`config.mk`:
```
export PLATFORM = sky130hd
export DESIGN_NAME = tcce_queue
export DESIGN_NICKNAME = d
export VERILOG_FILES = /design/src/design/tcce_pkg.sv /design/src/design/tcce_queue.sv
export SDC_FILE = /design/constraint.sdc
export NUM_CORES = 1
export LEC_CHECK = 0
export CAP_MARGIN = 20
export CORE_AREA = 8 8 115 117
export DETAILED_ROUTE_END_ITERATION = 10
export DIE_AREA = 0 0 123 125
export DONT_BUFFER_PORTS = 1
export PLACE_DENSITY = 0.75
export SLEW_MARGIN = 20
export SYNTH_ARGS = -nofsm -noshare
export SYNTH_HDL_FRONTEND = slang
export SYNTH_SLANG_ARGS = --single-unit
```
`constraint.sdc`:
```
create_clock -name clk -period 2.36 [get_ports clk]
set_input_delay 0.118 -clock clk [delete_from_list [all_inputs] [get_ports clk]]
set_output_delay 0.118 -clock clk [all_outputs]
set_load 0.1 [all_outputs]
```
`src/design/tcce_pkg.sv`:
```
`default_nettype none

package tcce_pkg;

  // screen geometry
  localparam int SCREEN_COLS = 80;
  localparam int SCREEN_ROWS = 25;
  localparam int CELLS       = SCREEN_COLS * SCREEN_ROWS;
  localparam int COPY_CELLS  = (SCREEN_ROWS - 1) * SCREEN_COLS;
  localparam int ADDR_W      = $clog2(CELLS);
  localparam int CNT_W       = $clog2(CELLS + 1);

  // field widths
  localparam int COL_W    = 7;
  localparam int ROW_W    = 5;
  localparam int CW_W     = COL_W + 1;
  localparam int ROWS_W   = ROW_W + 1;
  localparam int CHAR_W   = 8;
  localparam int ATTR_W   = 8;
  localparam int CELL_W   = CHAR_W + ATTR_W;
  localparam int ACTION_W = 2;
  localparam int CFG_IDX_W  = 2;
  localparam int CFG_DATA_W = 8;

  // character handling
  localparam logic [CHAR_W-1:0] SPACE_CHAR = 8'h20;
  localparam logic [CHAR_W-1:0] CH_BS      = 8'd8;
  localparam logic [CHAR_W-1:0] CH_TAB     = 8'd9;
  localparam logic [CHAR_W-1:0] CH_LF      = 8'd10;
  localparam logic [CHAR_W-1:0] CH_CR      = 8'd13;
  localparam int TAB_STOP  = 4;
  localparam int TAB_SHIFT = $clog2(TAB_STOP);

  localparam logic [ATTR_W-1:0] RESET_ATTR = 8'h07;
  localparam logic [CELL_W-1:0] RESET_CELL = {RESET_ATTR, SPACE_CHAR};

  // action codes
  localparam logic [ACTION_W-1:0] ACT_PUT   = 2'd0;
  localparam logic [ACTION_W-1:0] ACT_CLEAR = 2'd1;
  localparam logic [ACTION_W-1:0] ACT_READ  = 2'd2;

  // register indexes
  localparam logic [CFG_IDX_W-1:0] CFG_LEFT_MARGIN  = 2'd0;
  localparam logic [CFG_IDX_W-1:0] CFG_DEFAULT_ATTR = 2'd1;
  localparam logic [CFG_IDX_W-1:0] CFG_BLANK_ATTR   = 2'd2;

  // command queue
  localparam int QDEPTH = 4;
  localparam int QPTR_W = $clog2(QDEPTH);
  localparam int QCNT_W = $clog2(QDEPTH + 1);

  typedef enum logic [1:0] {
    CMD_NOP   = 2'd0,
    CMD_PUT   = 2'd1,
    CMD_CLEAR = 2'd2,
    CMD_READ  = 2'd3
  } cmd_kind_t;

  // classified work item passed from front to back
  typedef struct packed {
    cmd_kind_t           kind;
    logic                we;
    logic [ADDR_W-1:0]   addr;
    logic [CELL_W-1:0]   wdata;
    logic                scroll;
    logic [COL_W-1:0]    col;
    logic [ROW_W-1:0]    row;
  } cmd_t;

endpackage

`default_nettype wire

```
`src/design/tcce_queue.sv`:
```
`default_nettype none

// Small command queue between front and back.
module tcce_queue (
  input  logic            clk,
  input  logic            rst,
  input  logic            push,
  input  tcce_pkg::cmd_t  din,
  output logic            full,
  input  logic            pop,
  output tcce_pkg::cmd_t  dout,
  output logic            empty
);

  tcce_pkg::cmd_t               entries [tcce_pkg::QDEPTH];
  logic [tcce_pkg::QPTR_W-1:0]  wr_ptr;
  logic [tcce_pkg::QPTR_W-1:0]  rd_ptr;
  logic [tcce_pkg::QCNT_W-1:0]  count;

  assign full  = (count == tcce_pkg::QCNT_W'(tcce_pkg::QDEPTH));
  assign empty = (count == '0);
  assign dout  = entries[rd_ptr];

  always_ff @(posedge clk) begin
    if (push) begin
      entries[wr_ptr] <= din;
    end
  end

  always_ff @(posedge clk) begin
    if (rst) begin
      wr_ptr <= '0;
      rd_ptr <= '0;
      count  <= '0;
    end else begin
      if (push) begin
        wr_ptr <= wr_ptr + tcce_pkg::QPTR_W'(1);
      end
      if (pop) begin
        rd_ptr <= rd_ptr + tcce_pkg::QPTR_W'(1);
      end
      unique case ({push, pop})
        2'b10:   count <= count + tcce_pkg::QCNT_W'(1);
        2'b01:   count <= count - tcce_pkg::QCNT_W'(1);
        default: count <= count;
      endcase
    end
  end

endmodule

`default_nettype wire

```
==> results.toml <==
[worst_setup_path]
cp.required_ns = 2.24
cp_slowest_stage_delay_ns = 0.61
path_buf_inv = 2
startpoint_type = "register"
crit_family = "multiplexers"
cpMostUsedCell = "buf_4"
crit_arrival_ns = 2.01
slowest_stage = "mux4_1"
end_kind = "primary output"
crit_chain = "buf_4 -> mux4_1 -> buf_4"
reg2reg_setup_slack_ns = 0.69
critical_path_class = "reg -> out"
critPathMaxFanout = 13

[yosys]
synth_edf_count = 172
syn_area_per_cell_um2 = 24.6
synth_cell_types = 22
synth.area.top_cells = "edfxtp_1 77%, mux4_2 13%, dfxtp_1 2.7%"
async_reset_ff_share_pct = 0
synthesis.area_um2 = 6690
synth_seq_cells = 181
synth_top_area_share_pct = 77.2
ys.warnings.count = 0
synth_nets = 325
synth_ff_type = "edfxtp_1"
synth_top_area_cell = "edfxtp_1"
ys_seq_area_share_pct = 79.9
netlist_instances = 272

[run_status]
status = "finished clean"

[cells_and_area]
drive_above_1_share_pct = 26.1
fin_nets = 393
fillers = 716
finish.instance_area_um2 = 8020
finalNonFillerCells = 500
multi_input_area_um2 = 1220
areaGrowthSynthToFinish_pct = 19.9
n_antenna_cell = 0
seq_area_um2 = 5350

[power]
power.leakage_uw = 0.00261
powerDensity_nw_per_um2 = 1020
vdd_ir_drop_max_mv = 0.538

[placement]
io_buffers = 0
placed_area_um2 = 6940
gp_congestion = 0.638
preCtsSetupSlack_ns = 0.633
dp.cells = 422
dpl.hpwl_um = 6680

[timing]
rsz0062_at_grt = "false"
layout_setup_ws_ns = 0.236
hold_viol = 0
maxSlewHeadroom_pct = 63.7
slew_violations = 0
clock_skew_ns = 0.0106
finalSetupViolCount = 0
post-route-min-period_ns = 2.12
worst_slew_pin_slew_ns = 0.545
fin_crit_sh_pct = 90.0
fmax_mhz = 471
tns_ns = 0

[clock_tree]
cts_tree = "done"
clkSinkCount = 181
cts_setup_buffers = 0
htree_levels = 4
clock_path_buffers = 2
numCtsBuffers = 17
cts_root_buf = "clkbuf_16"
clock_latency_ns = 0.41
clkSlewWorstSetupHoldPaths_ns = 0.06

[global_route]
grt_start_max_net_pins = 44
antenna_found_initial = 0
grt_pass1_wl_um = 17800
grt_pass1_vias = 3202
grt_usage_pct = 15.8
overflow = 0

[routing]
drtIter0Drc = 294
vias = 2850
detail_route.vias_per_cell = 5.70
drt-pass1-iter-count = 4
routed_wl_um = 11200
drc = 0
drtAntennaViolNets = 0
routedWlPerCell_um = 22.4

[floorplanning]
core.rowCount = 40
coreArea_um2 = 11600
io_pins = 92
die_w_um = 123
die_h_um = 125
fp.dieArea_um2 = 15400
start_util_pct = 57.7

[flow_run]
maxCapViolations = 0

[worst_hold_path]
hp-class = "in -> reg"
-- layout make-up --
type	count	share of cell area (%)
Clock buffer	18	5.35
Sequential cell	181	66.7
Multi-Input combinational cell	74	15.3
Clock inverter	14	2.46
Tap cell	147	2.29
Timing Repair Buffer	60	7.67
Inverter	6	0.281
-- worst reg2reg max path: cells and delay by family (launching register included) --
| kind | cells | cell delay (ns) |
|---|---|---|
| adder cells (fa/ha/maj) | 1 | 0.45 |
| flip-flops | 1 | 0.42 |
| AND/OR/NAND/NOR | 1 | 0.31 |
| XOR/XNOR | 1 | 0.17 |
| AO/OA/AOI/OAI | 1 | 0.14 |
| buffers and inverters | 1 | 0.11 |
-- path summary, 6_finish.rpt --
path / cells past startpoint / endpoint / start
setup reg to reg: 5 / count[2] / count[0]
hold reg to reg: 2 / register / rd_ptr[1]
hold / removal: 3 / count[0] / pop
setup / recovery: 3 / dout[36] / register
-- per-stage QoR --
stage          hold WS (ns)  power, µW  util (%)
5_1_grt              0.0940       8420      69.1
3_3_place_gp          0.189       5190      59.7
4_1_cts              0.0808       8240      69.1
2_1_floorplan         0.217       5070         -
6_report             0.0951       8150      69.1
3_5_place_dp          0.191       5210      59.7
-- where the power goes --
group	internal [µW]	switching [µW]	total (µW)	leakage, µW
combinational	305	1180	1480	0.000652
clock	1790	1150	2940	0.000302
sequential	3680	48.5	3730	0.00166
total	5770	2380	8150	0.00261
-- cells in the final DEF, fill, tap and decap left out --
cell type / n
nor3_4: 1
clkinv_4: 2
dfxtp_1: 7
a21oi_1: 2
or3_1: 1
mux2i_1: 1
bufinv_16: 4
mux4_1: 3
xnor2_1: 2
and3_1: 1
o21ai_0: 1
buf_4: 10
edfxtp_1: 172
inv_6: 4
nor2_1: 8
clkinv_2: 2
nand2_1: 1
mux4_2: 40
clkbuf_16: 17
dfxtp_2: 1
fa_1: 1
buf_12: 4
dfxtp_4: 1
dlygate4sd3_1: 46
ha_1: 5
inv_1: 6
clkinvlp_4: 2
clkbuf_1: 1
and2_2: 4
xor2_1: 3
-- registers in the layout (all words and copies together) (netlist names), named ones only --
| name | flops |
|---|---|
| entries | 172 |
| rd_ptr | 2 |
| wr_ptr | 2 |
| count | 3 |
-- synth_stat cells, types with 2 or more instances --
library cell,count
inv_1,6
a21oi_1,2
nor2_1,8
edfxtp_1,172
and2_1,4
mux4_1,3
buf_2,4
dfxtp_1,9
ha_1,5
xor2_1,3
clkbuf_1,2
buf_12,4
mux4_2,40
xnor2_1,2
-- what timing repair did --
| item | CTS | global route |
|---|---|---|
| resized for setup | 0 | 0 |
| hold buffers | 46 | 0 |
| endpoints found under the hold margin | 181 | 0 |
-- metal layers --
layer / track usage, % / part of all wire [%]
met4: 5.32 / 1.2
met2: 25.9 / 52
met5: 0 / 0
met3: 6.71 / 7.6
met1: 18.4 / 39
-- cells by family after synthesis --
family / count (synthesis) / share of synthesized area [%]
buffers and inverters: 17 / 2.11
adder cells (fa/ha/maj): 6 / 1.23
AO/OA/AOI/OAI: 3 / 0.224
AND/OR/NAND/NOR: 16 / 1.14
flip-flops: 181 / 79.9
XOR/XNOR: 5 / 0.654
multiplexers: 44 / 14.8
Note: power is estimated with default switching activity, not from simulation.
