==> src/design/tcce_pkg.sv <==
`default_nettype none

package tcce_pkg;

  // screen geometry
  localparam int SCREEN_COLS = 80;
  localparam int SCREEN_ROWS = 25;
  localparam int CELLS       = SCREEN_COLS * SCREEN_ROWS;
  localparam int COPY_CELLS  = (SCREEN_ROWS - 1) * SCREEN_COLS;
  localparam int ADDR_W      = $clog2(CELLS);
  localparam int CNT_W       = $clog2(CELLS + 1);

  // field widths
  localparam int COL_W    = 7;
  localparam int ROW_W    = 5;
  localparam int CW_W     = COL_W + 1;
  localparam int ROWS_W   = ROW_W + 1;
  localparam int CHAR_W   = 8;
  localparam int ATTR_W   = 8;
  localparam int CELL_W   = CHAR_W + ATTR_W;
  localparam int ACTION_W = 2;
  localparam int CFG_IDX_W  = 2;
  localparam int CFG_DATA_W = 8;

  // character handling
  localparam logic [CHAR_W-1:0] SPACE_CHAR = 8'h20;
  localparam logic [CHAR_W-1:0] CH_BS      = 8'd8;
  localparam logic [CHAR_W-1:0] CH_TAB     = 8'd9;
  localparam logic [CHAR_W-1:0] CH_LF      = 8'd10;
  localparam logic [CHAR_W-1:0] CH_CR      = 8'd13;
  localparam int TAB_STOP  = 4;
  localparam int TAB_SHIFT = $clog2(TAB_STOP);

  localparam logic [ATTR_W-1:0] RESET_ATTR = 8'h07;
  localparam logic [CELL_W-1:0] RESET_CELL = {RESET_ATTR, SPACE_CHAR};

  // action codes
  localparam logic [ACTION_W-1:0] ACT_PUT   = 2'd0;
  localparam logic [ACTION_W-1:0] ACT_CLEAR = 2'd1;
  localparam logic [ACTION_W-1:0] ACT_READ  = 2'd2;

  // register indexes
  localparam logic [CFG_IDX_W-1:0] CFG_LEFT_MARGIN  = 2'd0;
  localparam logic [CFG_IDX_W-1:0] CFG_DEFAULT_ATTR = 2'd1;
  localparam logic [CFG_IDX_W-1:0] CFG_BLANK_ATTR   = 2'd2;

  // command queue
  localparam int QDEPTH = 4;
  localparam int QPTR_W = $clog2(QDEPTH);
  localparam int QCNT_W = $clog2(QDEPTH + 1);

  typedef enum logic [1:0] {
    CMD_NOP   = 2'd0,
    CMD_PUT   = 2'd1,
    CMD_CLEAR = 2'd2,
    CMD_READ  = 2'd3
  } cmd_kind_t;

  // classified work item passed from front to back
  typedef struct packed {
    cmd_kind_t           kind;
    logic                we;
    logic [ADDR_W-1:0]   addr;
    logic [CELL_W-1:0]   wdata;
    logic                scroll;
    logic [COL_W-1:0]    col;
    logic [ROW_W-1:0]    row;
  } cmd_t;

endpackage

`default_nettype wire

==> src/design/tcce_if.sv <==
`default_nettype none

interface tcce_req_if;
  logic                             valid;
  logic                             ready;
  logic [tcce_pkg::ACTION_W-1:0]    action;
  logic [tcce_pkg::CHAR_W-1:0]      char_code;
  logic [tcce_pkg::ATTR_W-1:0]      color;
  logic [tcce_pkg::ROW_W-1:0]       read_row;
  logic [tcce_pkg::COL_W-1:0]       read_col;

  modport source(output valid, action, char_code, color, read_row, read_col, input ready);
  modport sink(input valid, action, char_code, color, read_row, read_col, output ready);
endinterface


`default_nettype wire

==> src/design/tcce_front.sv <==
`default_nettype none

// Accepts items, tracks the cursor and turns each item into a command.
module tcce_front (
  input  logic                          clk,
  input  logic                          rst,
  input  logic [tcce_pkg::COL_W-1:0]    left_margin,
  input  logic [tcce_pkg::ATTR_W-1:0]   default_attr,
  input  logic                          q_full,
  input  logic                          init_done,
  tcce_req_if.sink                      req,
  output logic                          push,
  output tcce_pkg::cmd_t                cmd
);

  logic [tcce_pkg::COL_W-1:0]  col;
  logic [tcce_pkg::ROW_W-1:0]  row;
  logic [tcce_pkg::COL_W-1:0]  col_next;
  logic [tcce_pkg::ROW_W-1:0]  row_next;

  logic [tcce_pkg::CW_W-1:0]   cw;
  logic [tcce_pkg::CW_W-1:0]   ncol;
  logic [tcce_pkg::COL_W-1:0]  wcol;
  logic                        inc;
  logic [tcce_pkg::ROWS_W-1:0] rsum;

  assign req.ready = !q_full && init_done;
  assign push      = req.valid && req.ready;

  always_comb begin
    cw         = {1'b0, col};
    ncol       = cw;
    wcol       = col;
    inc        = 1'b0;
    rsum       = '0;
    cmd.kind   = tcce_pkg::CMD_NOP;
    cmd.we     = 1'b0;
    cmd.addr   = '0;
    cmd.wdata  = '0;
    cmd.scroll = 1'b0;
    col_next   = col;
    row_next   = row;

    unique case (req.action)
      tcce_pkg::ACT_PUT: begin
        cmd.kind = tcce_pkg::CMD_PUT;
        priority if (req.char_code == tcce_pkg::CH_TAB) begin
          ncol = ((cw >> tcce_pkg::TAB_SHIFT) + tcce_pkg::CW_W'(1)) << tcce_pkg::TAB_SHIFT;
        end else if (req.char_code == tcce_pkg::CH_CR) begin
          ncol = '0;
        end else if (req.char_code == tcce_pkg::CH_LF) begin
          ncol = '0;
          inc  = 1'b1;
        end else if (req.char_code == tcce_pkg::CH_BS) begin
          // blank left of the cursor; at or left of the margin the blank lands under it
          cmd.we    = 1'b1;
          cmd.wdata = {default_attr, tcce_pkg::SPACE_CHAR};
          priority if (col > left_margin) begin
            wcol = col - tcce_pkg::COL_W'(1);
            ncol = cw - tcce_pkg::CW_W'(1);
          end else if (cw == tcce_pkg::CW_W'(tcce_pkg::SCREEN_COLS - 1)) begin
            ncol = tcce_pkg::CW_W'(tcce_pkg::SCREEN_COLS);
          end else if (col == left_margin) begin
            ncol = cw;
          end else begin
            ncol = cw + tcce_pkg::CW_W'(1);
          end
        end else if (req.char_code >= tcce_pkg::SPACE_CHAR) begin
          cmd.we    = 1'b1;
          cmd.wdata = {req.color, req.char_code};
          ncol      = cw + tcce_pkg::CW_W'(1);
        end else begin
          ncol = cw;
        end

        // wrap to the next line
        if (ncol >= tcce_pkg::CW_W'(tcce_pkg::SCREEN_COLS)) begin
          ncol = '0;
          inc  = 1'b1;
        end
        rsum = {1'b0, row} + tcce_pkg::ROWS_W'(inc);
        if (rsum >= tcce_pkg::ROWS_W'(tcce_pkg::SCREEN_ROWS)) begin
          cmd.scroll = 1'b1;
          row_next   = tcce_pkg::ROW_W'(tcce_pkg::SCREEN_ROWS - 1);
        end else begin
          row_next   = rsum[tcce_pkg::ROW_W-1:0];
        end
        col_next = ncol[tcce_pkg::COL_W-1:0];
        cmd.addr = tcce_pkg::ADDR_W'(row) * tcce_pkg::ADDR_W'(tcce_pkg::SCREEN_COLS)
                 + tcce_pkg::ADDR_W'(wcol);
      end
      tcce_pkg::ACT_CLEAR: begin
        cmd.kind = tcce_pkg::CMD_CLEAR;
        col_next = '0;
        row_next = '0;
      end
      tcce_pkg::ACT_READ: begin
        if (req.read_row < tcce_pkg::ROW_W'(tcce_pkg::SCREEN_ROWS) &&
            req.read_col < tcce_pkg::COL_W'(tcce_pkg::SCREEN_COLS)) begin
          cmd.kind = tcce_pkg::CMD_READ;
          cmd.addr = tcce_pkg::ADDR_W'(req.read_row) * tcce_pkg::ADDR_W'(tcce_pkg::SCREEN_COLS)
                   + tcce_pkg::ADDR_W'(req.read_col);
        end
      end
      default: begin
        cmd.kind = tcce_pkg::CMD_NOP;
      end
    endcase

    cmd.col = col_next;
    cmd.row = row_next;
  end

  always_ff @(posedge clk) begin
    if (rst) begin
      col <= '0;
      row <= '0;
    end else if (push) begin
      col <= col_next;
      row <= row_next;
    end
  end

endmodule

`default_nettype wire

==> src/flat_wrapper.sv <==
// flat-port wrapper written by rule: the top's interface ports become plain ports
module tcce_front_flat 
  (clk, rst, left_margin, default_attr, q_full, init_done, push, cmd, req_valid, req_action, req_char_code, req_color, req_read_row, req_read_col, req_ready);
  tcce_req_if req_i ();
  input  logic clk;
  input  logic rst;
  input  logic [tcce_pkg::COL_W-1:0] left_margin;
  input  logic [tcce_pkg::ATTR_W-1:0] default_attr;
  input  logic q_full;
  input  logic init_done;
  output logic push;
  output tcce_pkg::cmd_t cmd;
  input wire logic [$bits(req_i.valid)-1:0] req_valid;
  input wire logic [$bits(req_i.action)-1:0] req_action;
  input wire logic [$bits(req_i.char_code)-1:0] req_char_code;
  input wire logic [$bits(req_i.color)-1:0] req_color;
  input wire logic [$bits(req_i.read_row)-1:0] req_read_row;
  input wire logic [$bits(req_i.read_col)-1:0] req_read_col;
  output wire logic [$bits(req_i.ready)-1:0] req_ready;
  assign req_i.valid = req_valid;
  assign req_i.action = req_action;
  assign req_i.char_code = req_char_code;
  assign req_i.color = req_color;
  assign req_i.read_row = req_read_row;
  assign req_i.read_col = req_read_col;
  assign req_ready = req_i.ready;
  tcce_front u_core (.clk(clk), .rst(rst), .left_margin(left_margin), .default_attr(default_attr), .q_full(q_full), .init_done(init_done), .req(req_i), .push(push), .cmd(cmd));
endmodule
==> config.mk <==
export PLATFORM = sky130hd
export DESIGN_NAME = tcce_front_flat
export DESIGN_NICKNAME = d
export VERILOG_FILES = /design/src/design/tcce_pkg.sv /design/src/design/tcce_if.sv /design/src/design/tcce_front.sv /design/src/flat_wrapper.sv
export SDC_FILE = /design/constraint.sdc
export NUM_CORES = 1
export LEC_CHECK = 0
export ABC_CLOCK_PERIOD_IN_PS = 7350
export BUFFER_PORTS_ARGS = -buffer_cell sky130_fd_sc_hd__buf_4
export CAP_MARGIN = 40
export CORE_MARGIN = 2
export CORE_UTILIZATION = 53
export DETAILED_ROUTE_END_ITERATION = 6
export PLACE_DENSITY_LB_ADDON = 0.05
export SLEW_MARGIN = 25
export SYNTH_ARGS = -nofsm -noshare
export SYNTH_HDL_FRONTEND = slang
export SYNTH_SLANG_ARGS = --single-unit
==> constraint.sdc <==
create_clock -name clk -period 7.35 [get_ports clk]
set_input_delay 1.47 -clock clk [delete_from_list [all_inputs] [get_ports clk]]
set_output_delay 1.47 -clock clk [all_outputs]
set_load 0.005 [all_outputs]
==> results of run 1 <==
==> state kept, by name (all words and copies together), names as in the netlist <==
| register | cells |
|---|---|
| u_core.col | 7 |
| u_core.row | 5 |
==> Yosys cell counts, drive strengths merged (3+ instances only) <==
| cell | count |
|---|---|
| nor4 | 6 |
| o211ai | 4 |
| nand3 | 23 |
| o21ai | 24 |
| o31ai | 3 |
| xor2 | 5 |
| nor2 | 26 |
| nand2 | 52 |
| ha | 32 |
| a21o | 8 |
| o31a | 3 |
| nor2b | 6 |
| and4 | 3 |
| buf | 9 |
| nand2b | 3 |
| nor3 | 10 |
| nand4 | 5 |
| nand3b | 7 |
| fa | 4 |
| a22o | 5 |
| clkbuf | 11 |
| nor3b | 3 |
| a31oi | 7 |
| and3 | 10 |
| inv | 25 |
| xnor2 | 19 |
| a21oi | 32 |
| or3 | 4 |
| and2 | 6 |
| a211oi | 7 |
| dfxtp | 12 |
| o22ai | 8 |
==> per-layer routing <==
layer,up-vias,share of wire (%),wire [um]
li1,1667,-,-
met1,1619,41,3920
met2,161,50,4760
met3,23,6.4,604
met4,0,2.0,187
met5,-,0,0
==> power by group <==
group	leakage [nW]	switching, W	internal, W	total [W]
sequential	0.0968	0.00000125	0.0000655	0.0000668
clock	0.0288	0.0000276	0.0000475	0.0000751
combinational	1.54	0.0000529	0.0000549	0.000108
total	1.67	0.0000818	0.000168	0.000250
==> final timing paths <==
kind / from / endpoint / slack, ns / cells after the start
setup reg to reg: u_core.col[6] / u_core.row[2] / 2.67 / 17
hold reg to reg: u_core.row[0] / u_core.row[0] / 0.55 / 2
hold / removal: u_core.row[0] / u_core.row[0] / 0.55 / 2
setup / recovery: left_margin[6] / cmd[2] / 0.52 / 20
==> worst min-delay path, cell delays in order, from the launching register on <==
cell	delay, ns
dfxtp_1	0.37
nand2_1	0.08
a21oi_1	0.06
==> per-stage QoR <==
step	instances	setup slack (ns)	area, um2	power [W]
after global routing	562	0.177	3690	0.000263
final	562	0.516	3690	0.000250
after detailed placement	558	0.584	3640	0.000175
after floorplan	409	1.19	2940	0.000126
after CTS	562	0.571	3690	0.000250
after global placement	558	0.709	3640	0.000173
==> cell type report <==
cell class / count / area, um2
multi-input cells: 351 / 2480
fillers: 506 / 1750
repair buffers: 98 / 736
flip-flops and latches: 12 / 240
inverters: 25 / 93.8
well taps: 72 / 90.1
clock buffers: 4 / 55.1
==> cells by family (layout without fill, tap and decap cells) <==
family          count (synthesis)  after routing  share of synthesized area, %
simple gates                  169            169                          31.2
compound gates                121            121                          29.3
buf+inv                        46            127                          7.42
fa+ha+maj                      36             36                          16.4
xor+xnor                       24             24                          7.16
flops                          12             12                          8.18
mux                             1              1                         0.341
==> out/qor.yml, run 1 <==
synth_edf_count: 0
met3_usage_pct: 3.56
hpwl_um: 7300
fin_setup_tns_ns: 0
grt_pass1_wl_um: 15000
port_buffers: 94
synthArstFlopShare_pct: 0
layout_common_cells: "buf_4, nand2_1, a21oi_1, ha_1"
area_growth_pct: 25.8
utilization_pct: 67.9
cts_root_buf: "clkbuf_8"
clk_latency_ns: 0.25
diodes: 0
ioPinCount: 95
crit_buf_inv: 3
top_usage_layer: "met2"
synth_nets: 495
synth_top_area_share_pct: 13.6
ys_seq_area_share_pct: 8.18
cp_top_family: "compound AO/OA/AOI/OAI gates"
die_h_um: 78.4
whs_ns: 0.555
grt_start_max_net_pins: 24
core_um2: 5440
arrival_ns: 5.36
power_density_nw_per_um2: 67.6
drt_wl_total_um: 9480
worst_pin_slew_ns: 0.764
cts_resized: 0
cts_sinks: 12
finalHoldViolations: 0
synth_flop_cell: "dfxtp_1"
drive_gt1_share_pct: 25.5
routed_via_density: 6.17
ys_types: 73
grt_pass1_vias: 3133
rows: 27
cts_buffers: 3
status: "complete, no violations"
die_area_um2: 6150
die_w_um: 78.4
max_freq_mhz: 146
ys_ff_latch: 12
crit_required_ns: 5.88
crit_type: "input pin to primary output"
wl_per_cell_um: 16.9
cts_tree: "done"
slew_violations: 0
synth_area_leaders: "ha_1, dfxtp_1, nand2_1"
synth_warnings: 0
met1_usage_pct: 37.9
path_clk_slew_ns: 0.06
gp_congestion: 0.939
min_period_ns: 6.83
leakage_nw: 1.67
synthCells: 409
layout_commonest_cell: "buf_4"
cp_slowest_stage_delay_ns: 0.44
finalSetupViolCount: 0
cp-end-kind: "primary output"
grt_antenna_before_repair: 0
vdd_drop_max_uv: 137
htree_levels: 1
yosysTopAreaCell: "ha_1"
start_util_pct: 54.0
cts_buffer_depth: 2
synth_area_um2: 2940
drc: 0
dr.pass1.iters: 5
min_path_type: "register to register"
syn_area_per_cell_um2: 7.18
drv_cap: 0
drt-initial-drc-count: 270
path_common_cell: "ha_1"
rsz0062_at_grt: "false"
slowest_stage: "and2_1"
vias: 3470
grt_usage_pct: 29.9
crit_path_start_kind: "input pin"
nets: 577
path_cells: "buf_4 -> inv_1 -> ha_1 -> and4_1 -> a211oi_2 -> and2_1 -> nor3_4 -> a21o_1 -> o21a_2 -> o21ai_2 -> a21o_1 -> ha_1 -> ha_1 -> o211a_1 -> o22ai_1 -> o31a_1 -> nor2b_1 -> o21ai_0 -> nand2_1 -> buf_4"
skew_ns: 0.000890
grt_overflow: 0
finalCritPeriodShare_pct: 93.0
max-slew-margin-rel_pct: 48.7
grtUsageMet2_pct: 53.5
hold_buffers: 0
ant_nets: 0
post-cts-setup-buffers: 0
crit_fanout: 8
Note: power is estimated with default switching activity, not from simulation.
==> run 2, diff against run 1 <==
Settings changed: ABC_AREA set to 1, CORE_UTILIZATION 53 to 52.
==> run 2 against run 1 <==
  * Die area decreased by 0.98%
  * Synthesized cell count increased by 17%
  * Core utilization increased by 2.3 points
  * Sequential power increased by 15%
  * Clock skew increased by 0.00073 ns
  * Largest cell class unchanged
==> out/qor.yml, run 2 <==
synth-adder-area-share_pct: 16.9
gp_congestion: 1.03
synth-simple-area-share_pct: 36.7
stdcell_count: 634
dr.pass1.iters: 5
reg.largest.list: "u_core.col (7), u_core.row (5)"
synth_common_cells: "nand2_1, inv_1, nand3_1, nor2_1, a21oi_1"
worstHoldStart: "u_core.row[0]"
finalHoldViolations: 0
drv_cap: 0
multi_input_area_um2: 2260
core_um2: 5200
grt_antenna_before_repair: 0
slew_violations: 0
cts_resized: 0
hpwl_um: 7460
fill_cells: 481
die_h_um: 78.0
drc: 0
synth_top_family_by_area: "simple AND/OR/NAND/NOR gates"
synthMuxAreaShare_pct: 0
grt_pass1_wl_um: 15600
cts_tree: "done"
met3_usage_pct: 5.86
die_w_um: 78.0
routed_via_density: 5.52
vias: 3502
grtUsageMet2_pct: 53.0
ys_ff_latch: 12
crit_required_ns: 5.88
cts_root_buf: "clkbuf_8"
path_clk_slew_ns: 0.06
drive_gt1_share_pct: 22.7
vdd_drop_max_uv: 117
max-slew-margin-rel_pct: 55.5
cp-end-kind: "primary output"
arrival_ns: 4.83
synth_area_leaders: "ha_1, nand2_1, inv_1"
synthXorXnorAreaFrac_pct: 4.92
synthArstFlopShare_pct: 0
synth_flop_cell: "dfxtp_1"
rows: 26
synth_warnings: 0
finalSetupViolCount: 0
crit_type: "input pin to primary output"
power_density_nw_per_um2: 85.9
htree_levels: 1
startpoint: "req_char_code[6]"
largest_reg_flops: 7
top_usage_layer: "met2"
yosysTopAreaCell: "ha_1"
drt_wl_total_um: 9370
synth_top_area_share_pct: 14.0
worst_pin_slew_ns: 0.666
clk_latency_ns: 0.25
ant_nets: 0
synthCells: 478
synth_nets: 564
ys_types: 43
wl_per_cell_um: 14.8
ys_seq_area_share_pct: 8.43
cts_buffer_depth: 2
ioPinCount: 95
crit_path_start_kind: "input pin"
start_util_pct: 54.8
grt_usage_pct: 31.2
cts_buffers: 3
nets: 651
post-cts-setup-buffers: 0
area_growth_pct: 28.1
seq_area_um2: 240
drt-initial-drc-count: 329
hold_buffers: 0
regMostFlops: "u_core.col"
max_freq_mhz: 159
timing.rr.start: "u_core.col[0]"
finalCritPeriodShare_pct: 85.7
syn_area_per_cell_um2: 5.96
grt_start_max_net_pins: 21
synth_most_common_cell: "nand2_1"
met1_usage_pct: 40.3
port_buffers: 94
layout_commonest_cell: "nand2_1"
cts_sinks: 12
diodes: 0
crit_fanout: 20
fin_setup_tns_ns: 0
place_inst: 630
synth_edf_count: 0
die_area_um2: 6090
skew_ns: 0.00162
layout_common_cells: "nand2_1, buf_4, inv_1, nand3_1, nor2_1"
min_path_type: "register to register"
rsz0062_at_grt: "false"
min_period_ns: 6.30
synth_area_um2: 2850
status: "complete, no violations"
grt_overflow: 0
grt_pass1_vias: 3317
leakage_nw: 1.99
synth_compound_area_share_pct: 20.9
==> run 2: changes by cell type in the layout (fill, tap and decap cells not counted), moves of 7 or more <==
cell / previous run / this run
o22ai_1: 8 / 1
o21ai_0: 21 / 32
nand3_1: 22 / 47
xnor2_1: 19 / 3
xor2_1: 5 / 13
a22oi_1: 1 / 8
inv_1: 24 / 70
nor2_1: 24 / 45
nand2_1: 52 / 101
a21o_1: 7 / 0
and3_1: 8 / 0
==> run 2: layout make-up <==
type | count | area share [%]
Tap cell | 70 | 2.40
Multi-Input combinational cell | 376 | 62.0
Timing Repair Buffer | 96 | 19.7
Inverter | 76 | 7.81
Clock buffer | 4 | 1.51
Sequential cell | 12 | 6.58
==> run 2: logic make-up (layout without fill, tap and decap cells) <==
group,after synthesis,in the layout
simple gates,226,226
compound gates,98,98
buf+inv,90,176
fa+ha+maj,36,36
xor+xnor,16,16
flops,12,12
==> run 2: path summary, 6_finish.rpt <==
kind | end | slack [ns] | depth (start not counted)
min reg2reg | u_core.row[0] | 0.65 | 4
max | cmd[1] | 1.05 | 19
min | u_core.row[0] | 0.65 | 4
max reg2reg | u_core.row[4] | 3.39 | 23
==> run 2: worst max-delay path: stages <==
cell and delay, ns:
buf_4 0.12, nor2_4 0.14, nand2_1 0.41, nor2_2 0.30
nand3_1 0.21, a21oi_2 0.18, nand3_1 0.09, nand2_1 0.10
nand2_1 0.09, o21ai_4 0.11, nand3_1 0.12, ha_1 0.23
ha_1 0.22, xnor2_1 0.20, nand3_1 0.10, nand3_1 0.12
nand2_1 0.12, o32ai_1 0.31, buf_4 0.17
==> run 2: report_power, final <==
group	switching (W)	internal, W
clock network	0.0000269	0.0000475
logic	0.0000886	0.0000741
registers	0.00000822	0.0000685
==> run 2: per-layer routing <==
layer | vias to the layer above | routed length (um)
li1 | 1762 | -
met1 | 1553 | 4090
met2 | 166 | 4150
met3 | 21 | 911
met4 | 0 | 219
met5 | - | 0
==> run 2: per-stage QoR <==
step / total power (W) / area, um2 / util (%) / setup slack, ns / hold slack (ns)
final: 0.000314 / 3650 / 70.1 / 1.05 / 0.653
after detailed placement: 0.000237 / 3600 / 69.1 / 1.11 / 0.633
after global routing: 0.000338 / 3650 / 70.1 / 0.663 / 0.706
after global placement: 0.000235 / 3600 / 69.1 / 1.27 / 0.635
after floorplan: 0.000172 / 2850 / - / 1.87 / 0.568
after CTS: 0.000313 / 3650 / 70.1 / 1.08 / 0.644
